**src/design/rgbwpb_pkg.sv**
```systemverilog
`timescale 1ns / 1ps
// ----------------------------------------------------------------------------
// rgbwpb_pkg
// Types, constants and the table builders of the perceptual RGBW blend.
// ----------------------------------------------------------------------------
package rgbwpb_pkg;

    localparam int unsigned CH_W      = 8;
    localparam int unsigned ROM_DEPTH = 256;
    localparam longint unsigned CIE_DEN = 64'd63435789;
    localparam longint unsigned CIE_DEN2 = 64'd2 * CIE_DEN;
    localparam int unsigned LIN_DEN   = 18066;

    // reciprocal of 255 in 2^23 fixed point, exact for 16-bit magnitudes
    localparam int unsigned RECIP_W     = 17;
    localparam logic [RECIP_W-1:0] RECIP_255 = 17'd32897;
    localparam int unsigned RECIP_SHIFT = 23;

    typedef logic [CH_W-1:0] chan_t;
    typedef chan_t rom_t [ROM_DEPTH];

    function automatic rom_t build_pwm();
        rom_t             rom;
        longint unsigned  s;
        longint unsigned  n;
        for (int p = 0; p < ROM_DEPTH; p++) begin
            if (p <= 20) begin
                rom[p] = chan_t'((2000 * p + 9033) / LIN_DEN);
            end else begin
                s = 64'(5 * p + 204);
                n = 64'd10 * s * s * s;
                rom[p] = chan_t'((n + CIE_DEN) / CIE_DEN2);
            end
        end
        return rom;
    endfunction

    function automatic rom_t build_light();
        rom_t rom;
        rom_t pwm;
        int   p;
        pwm = build_pwm();
        p   = 0;
        for (int x = 0; x < ROM_DEPTH; x++) begin
            while (p < ROM_DEPTH - 1 && int'(pwm[p]) < x) begin
                p++;
            end
            rom[x] = chan_t'(p);
        end
        return rom;
    endfunction

endpackage

```
**src/design/rgbw_perceptual_blend.sv**
```systemverilog
`timescale 1ns / 1ps
// ----------------------------------------------------------------------------
// rgbw_perceptual_blend
// Blends two RGBW colors channel by channel in CIE lightness space.
// ----------------------------------------------------------------------------
// One request per clock through four register stages. Each lane reads
// the lightness ROM, multiplies the lightness difference by the weight,
// divides by 255 through a reciprocal multiply, then reads the CIE 1931 PWM
// ROM into the output register. A weight of 0 returns the start color, 255
// the end color. Back-pressure on m_tready stalls the pipe; bubbles are
// squeezed out.
// ----------------------------------------------------------------------------
module rgbw_perceptual_blend #(
    parameter int CHANNELS = 4
) (
    input  logic                          aclk,
    input  logic                          aresetn,
    input  logic                          s_tvalid,
    output logic                          s_tready,
    // from_* channels, to_* channels, weight (lowest bits first)
    input  logic [(2*CHANNELS+1)*8-1:0]   s_tdata,
    output logic                          m_tvalid,
    input  logic                          m_tready,
    // out_* channels (lowest bits first)
    output logic [CHANNELS*8-1:0]         m_tdata
);

    localparam int W = rgbwpb_pkg::CH_W;
    localparam rgbwpb_pkg::rom_t LIGHT_ROM = rgbwpb_pkg::build_light();
    localparam rgbwpb_pkg::rom_t PWM_ROM   = rgbwpb_pkg::build_pwm();

    logic [3:0] vld_reg;
    logic [3:0] vld_next;
    logic [3:0] en;

    logic [CHANNELS-1:0][W-1:0] a_in, b_in;
    logic [W-1:0]               t_in;

    logic [2:0]                        zero_reg, full_reg;
    logic [W-1:0]                      t1_reg;
    logic [2:0][CHANNELS-1:0][W-1:0]   a_reg, b_reg;
    logic [2:0][CHANNELS-1:0][W-1:0]   la_reg;
    logic [CHANNELS-1:0][W-1:0]        lb_reg;
    logic [CHANNELS-1:0][2*W-1:0]      mag_reg;
    logic [1:0][CHANNELS-1:0]          neg_reg;
    logic [CHANNELS-1:0][W-1:0]        q_reg;
    logic [CHANNELS-1:0][W-1:0]        out_reg;

    assign t_in = s_tdata[2*CHANNELS*W +: W];

    always_comb begin
        en[3] = !vld_reg[3] || m_tready;
        for (int k = 2; k >= 0; k--) begin
            en[k] = !vld_reg[k] || en[k+1];
        end
        vld_next = vld_reg;
        if (en[0]) vld_next[0] = s_tvalid;
        for (int k = 1; k < 4; k++) begin
            if (en[k]) vld_next[k] = vld_reg[k-1];
        end
    end

    assign s_tready = en[0];
    assign m_tvalid = vld_reg[3];

    always_ff @(posedge aclk) begin
        if (!aresetn) begin
            vld_reg <= '0;
        end else begin
            vld_reg <= vld_next;
        end
    end

    // advance side-band data
    always_ff @(posedge aclk) begin
        if (en[0]) begin
            zero_reg[0] <= (t_in == '0);
            full_reg[0] <= (t_in == '1);
            t1_reg      <= t_in;
            a_reg[0]    <= a_in;
            b_reg[0]    <= b_in;
        end
        if (en[1]) begin
            zero_reg[1] <= zero_reg[0];
            full_reg[1] <= full_reg[0];
            a_reg[1]    <= a_reg[0];
            b_reg[1]    <= b_reg[0];
        end
        if (en[2]) begin
            zero_reg[2] <= zero_reg[1];
            full_reg[2] <= full_reg[1];
            a_reg[2]    <= a_reg[1];
            b_reg[2]    <= b_reg[1];
        end
    end

    for (genvar i = 0; i < CHANNELS; i++) begin : g_lane
        logic signed [W:0]     diff;
        logic signed [2*W:0]   prod;
        logic [2*W-1:0]        mag;
        logic [2*W+rgbwpb_pkg::RECIP_W-1:0] recip;
        logic [W-1:0]          blend;

        assign a_in[i] = s_tdata[i*W +: W];
        assign b_in[i] = s_tdata[(CHANNELS+i)*W +: W];

        assign diff  = $signed({1'b0, lb_reg[i]}) - $signed({1'b0, la_reg[0][i]});
        assign prod  = diff * $signed({1'b0, t1_reg});
        assign mag   = prod[2*W] ? (2*W)'(-prod) : prod[2*W-1:0];
        assign recip = mag_reg[i] * rgbwpb_pkg::RECIP_255;
        assign blend = neg_reg[1][i] ? (la_reg[2][i] - q_reg[i])
                                     : (la_reg[2][i] + q_reg[i]);

        // stage 1: lightness ROM read
        always_ff @(posedge aclk) begin
            if (en[0]) begin
                la_reg[0][i] <= LIGHT_ROM[a_in[i]];
                lb_reg[i]    <= LIGHT_ROM[b_in[i]];
            end
        end

        // stage 2: weighted difference
        always_ff @(posedge aclk) begin
            if (en[1]) begin
                mag_reg[i]    <= mag;
                neg_reg[0][i] <= prod[2*W];
                la_reg[1][i]  <= la_reg[0][i];
            end
        end

        // stage 3: divide by 255
        always_ff @(posedge aclk) begin
            if (en[2]) begin
                q_reg[i]      <= recip[rgbwpb_pkg::RECIP_SHIFT +: W];
                neg_reg[1][i] <= neg_reg[0][i];
                la_reg[2][i]  <= la_reg[1][i];
            end
        end

        // stage 4: PWM ROM read into the output register, or the start or end color for a weight of 0 or 255
        always_ff @(posedge aclk) begin
            if (en[3]) begin
                if (zero_reg[2]) begin
                    out_reg[i] <= a_reg[2][i];
                end else if (full_reg[2]) begin
                    out_reg[i] <= b_reg[2][i];
                end else begin
                    out_reg[i] <= PWM_ROM[blend];
                end
            end
        end

        assign m_tdata[i*W +: W] = out_reg[i];
    end

endmodule
```
**config.mk**
```make
export PLATFORM = sky130hd
export DESIGN_NAME = rgbw_perceptual_blend
export DESIGN_NICKNAME = d
export VERILOG_FILES = /design/src/design/rgbwpb_pkg.sv /design/src/design/rgbw_perceptual_blend.sv
export SDC_FILE = /design/constraint.sdc
export NUM_CORES = 2
export LEC_CHECK = 0
export BUFFER_PORTS_ARGS = -buffer_cell sky130_fd_sc_hd__buf_2
export CAP_MARGIN = 10
export CORE_ASPECT_RATIO = 1.4
export CORE_UTILIZATION = 45
export DETAILED_ROUTE_END_ITERATION = 8
export HOLD_SLACK_MARGIN = 0.03
export SYNTH_ARGS = -nofsm -noshare
export SYNTH_HDL_FRONTEND = slang
export SYNTH_SLANG_ARGS = --single-unit
```
**constraint.sdc**
```tcl
create_clock -name aclk -period 6.7 [get_ports aclk]
set_input_delay 1.34 -clock aclk [delete_from_list [all_inputs] [get_ports aclk]]
set_output_delay 1.34 -clock aclk [all_outputs]
set_load 0.02 [all_outputs]
```
==> results.py <==
metrics = {
    "clock_network": {
        "cts_sinks": 474,
        "htree_levels": 2,
        "ctsLongestPathBuffers": 3,
        "tritoncts": "yes",
        "numCtsBuffers": 49,
        "path_clk_slew_ps": 60,
        "clk_latency_ps": 610,
        "cts_root_buf": "clkbuf_16",
    },
    "global_routing": {
        "antenna_found_initial": 8,
        "grt_pass1_vias": 44711,
        "grt_overflow": 0,
        "grt_max_degree": 167,
        "grt_use_total": 0.247,
        "grt_pass1_wl_mm": 243,
    },
    "timing": {
        "worstMarginPinSlew_ps": 1140,
        "rsz0062_at_grt": "yes",
        "fmax_mhz": 152,
        "slew_viol_final": 0,
        "skew_ps": 32.6,
        "slew_headroom": 0.239,
        "holdWs_ps": 402,
        "hold_violations": 0,
        "setup_viol": 0,
        "period_needed_ps": 6590,
        "fin_crit_sh": 0.983,
    },
    "drt": {
        "via_per_inst": 5.94,
        "drtIter0Drc": 3934,
        "ant_nets": 0,
        "wl_per_cell_um": 19.5,
        "first_pass_iters": 6,
        "vias": 46308,
        "drcViolationCount": 0,
        "drt_wl_total_mm": 152,
    },
    "yosys": {
        "synth_top_area_frac": 0.262,
        "synth.avg_cell_area_um2": 8.60,
        "postSynth.asyncResetShare": 0,
        "yosys_warnings": 0,
        "synth.cells.most_frequent": "nand2_1 (654), ha_1 (628), inv_1 (549)",
        "synth_edf_count": 470,
        "syn_inst": 6260,
        "synth-seq-cells": 474,
        "synth_area_leader_cell": "edfxtp_1",
        "synth.area.top_cells": "edfxtp_1 (26%), ha_1 (15%), fa_1 (8.7%)",
        "syn-cell-area_um2": 53900,
        "yosysMostFrequentCell": "nand2_1",
        "synth-seq-area-share": 0.264,
        "synth_nets": 7199,
        "synth_cell_types": 97,
        "synthFlopType": "edfxtp_1",
    },
    "setup_path": {
        "worst_path_most_repeated_cell": "fa_1",
        "slowest_delay_ps": 540,
        "r2r-start": "la_reg[24]",
        "path_class": "flip-flop to flip-flop",
        "rrSetupSlack_ps": 110,
        "r2r_cells": 26,
        "reg2reg_to": "mag_reg[63]",
        "end_kind": "flip-flop",
        "crit_start": "la_reg[24]",
        "critPathLaunchType": "flip-flop",
        "path_max_fanout": 5,
        "crit_arrival_ps": 6920,
        "crit_slowest_cell": "fa_1",
        "cp_data_required_time_ps": 7030,
    },
    "place": {
        "io_buffer_count": 109,
        "dp_hpwl_mm": 110,
        "gp_congestion": 0.947,
    },
    "die": {
        "die_w_um": 294,
        "die_h_um": 411,
        "io_pins": 110,
        "die-area_um2": 121000,
        "core_um2": 118000,
        "rows": 149,
        "start_util": 0.456,
    },
    "status": {
        "status": "completed",
    },
    "worst_hold_path": {
        "hold_class": "flip-flop to flip-flop",
        "min_from": "b_reg[15]",
        "hold_depth": 0,
        "hold-path-endpoint": "b_reg[47]",
    },
    "final_layout": {
        "area_growth_pct": 8.68,
        "fin_nets": 7113,
        "multi_input_area_um2": 36700,
        "register_area_um2": 14200,
        "fill_cells": 11338,
        "drive_above_1_share": 0.0953,
    },
    "flow_run": {
        "cap_violations": 0,
    },
}
through the flow:
stage | area, um^2 | setup slack [ps] | setup TNS [ps] | util | std cells
2_1_floorplan | 53900 | 66.8 | 0 | - | 6260
3_3_place_gp | 55900 | 68.1 | 0 | 0.473 | 7662
3_5_place_dp | 55900 | -61.5 | -351 | 0.473 | 7662
4_1_cts | 57500 | 4.80 | 0 | 0.486 | 7748
5_1_grt | 58500 | -128 | -1820 | 0.495 | 7794
6_report | 58500 | 114 | 0 | 0.495 | 7795
worst max-delay path, delay by kind of cell (launching register included):
family,cells,cell delay (ps)
xor gates and xnor gates,2,310
AOI/OAI and AO/OA,2,300
DFF,1,430
buffers and inverters,5,430
and+or+nand+nor,10,2000
adders and majority gates,7,2870
routing by layer:
| metal | vias up | GRT usage | wire length (um) |
|---|---|---|---|
| met3 | 324 | 0.0271 | 8030 |
| met4 | 14 | 0.0846 | 5230 |
| met2 | 1518 | 0.432 | 75000 |
| met1 | 22127 | 0.315 | 63700 |
| met5 | - | 0 | 85 |
| li1 | 22325 | - | - |
repair_timing:
action	CTS	global route
gates cloned	0	4
hold buffers	0	0
buffers inserted	0	42
gates resized for setup	7	161
setup endpoints to repair	16	63
pin swaps	0	98
cells by family after synthesis:
logic type                 share of synthesized area
DFF                                            0.264
buffers and inverters                         0.0702
AOI/OAI and AO/OA                              0.216
and+or+nand+nor                                0.150
muxes                                         0.0258
adders and majority gates                      0.234
xor gates and xnor gates                      0.0402
layout make-up:
type / count / share of cell area
clock inverter: 33 / 0.00554
tap: 1585 / 0.0339
antenna: 1 / 0.0000427
multi-input combinational: 4801 / 0.627
inverter: 567 / 0.0364
sequential: 474 / 0.242
timing repair buffer: 281 / 0.0334
clock buffer: 53 / 0.0212
how the worst max path moves through the flow:
stage	to
after CTS	mag_reg[63]
after global placement	mag_reg[63]
after detailed placement	mag_reg[54]
after global routing	mag_reg[56]
after floorplan	mag_reg[26]
final	mag_reg[63]
cells in the final DEF (no fill, tap or decap), drive strengths merged, types with 36 or more instances in the layout:
cell    count
xor2       61
edfxtp    470
inv       562
o31ai      42
nand3     133
o211ai     86
clkbuf     55
o311ai     38
o21a       36
ha        628
a311oi     50
nand2b     82
o21ai     482
buf       279
nor2      448
xnor2     174
a31oi     107
o22ai      38
a21oi     502
fa        235
mux2i      42
nand2     656
a21o       42
nor3      129
and2      108
nor2b      82
a211oi    134
Power is left out: the tool's default activity adds up to more than one toggle a clock period on the data nets, which glitch-free logic cannot reach.
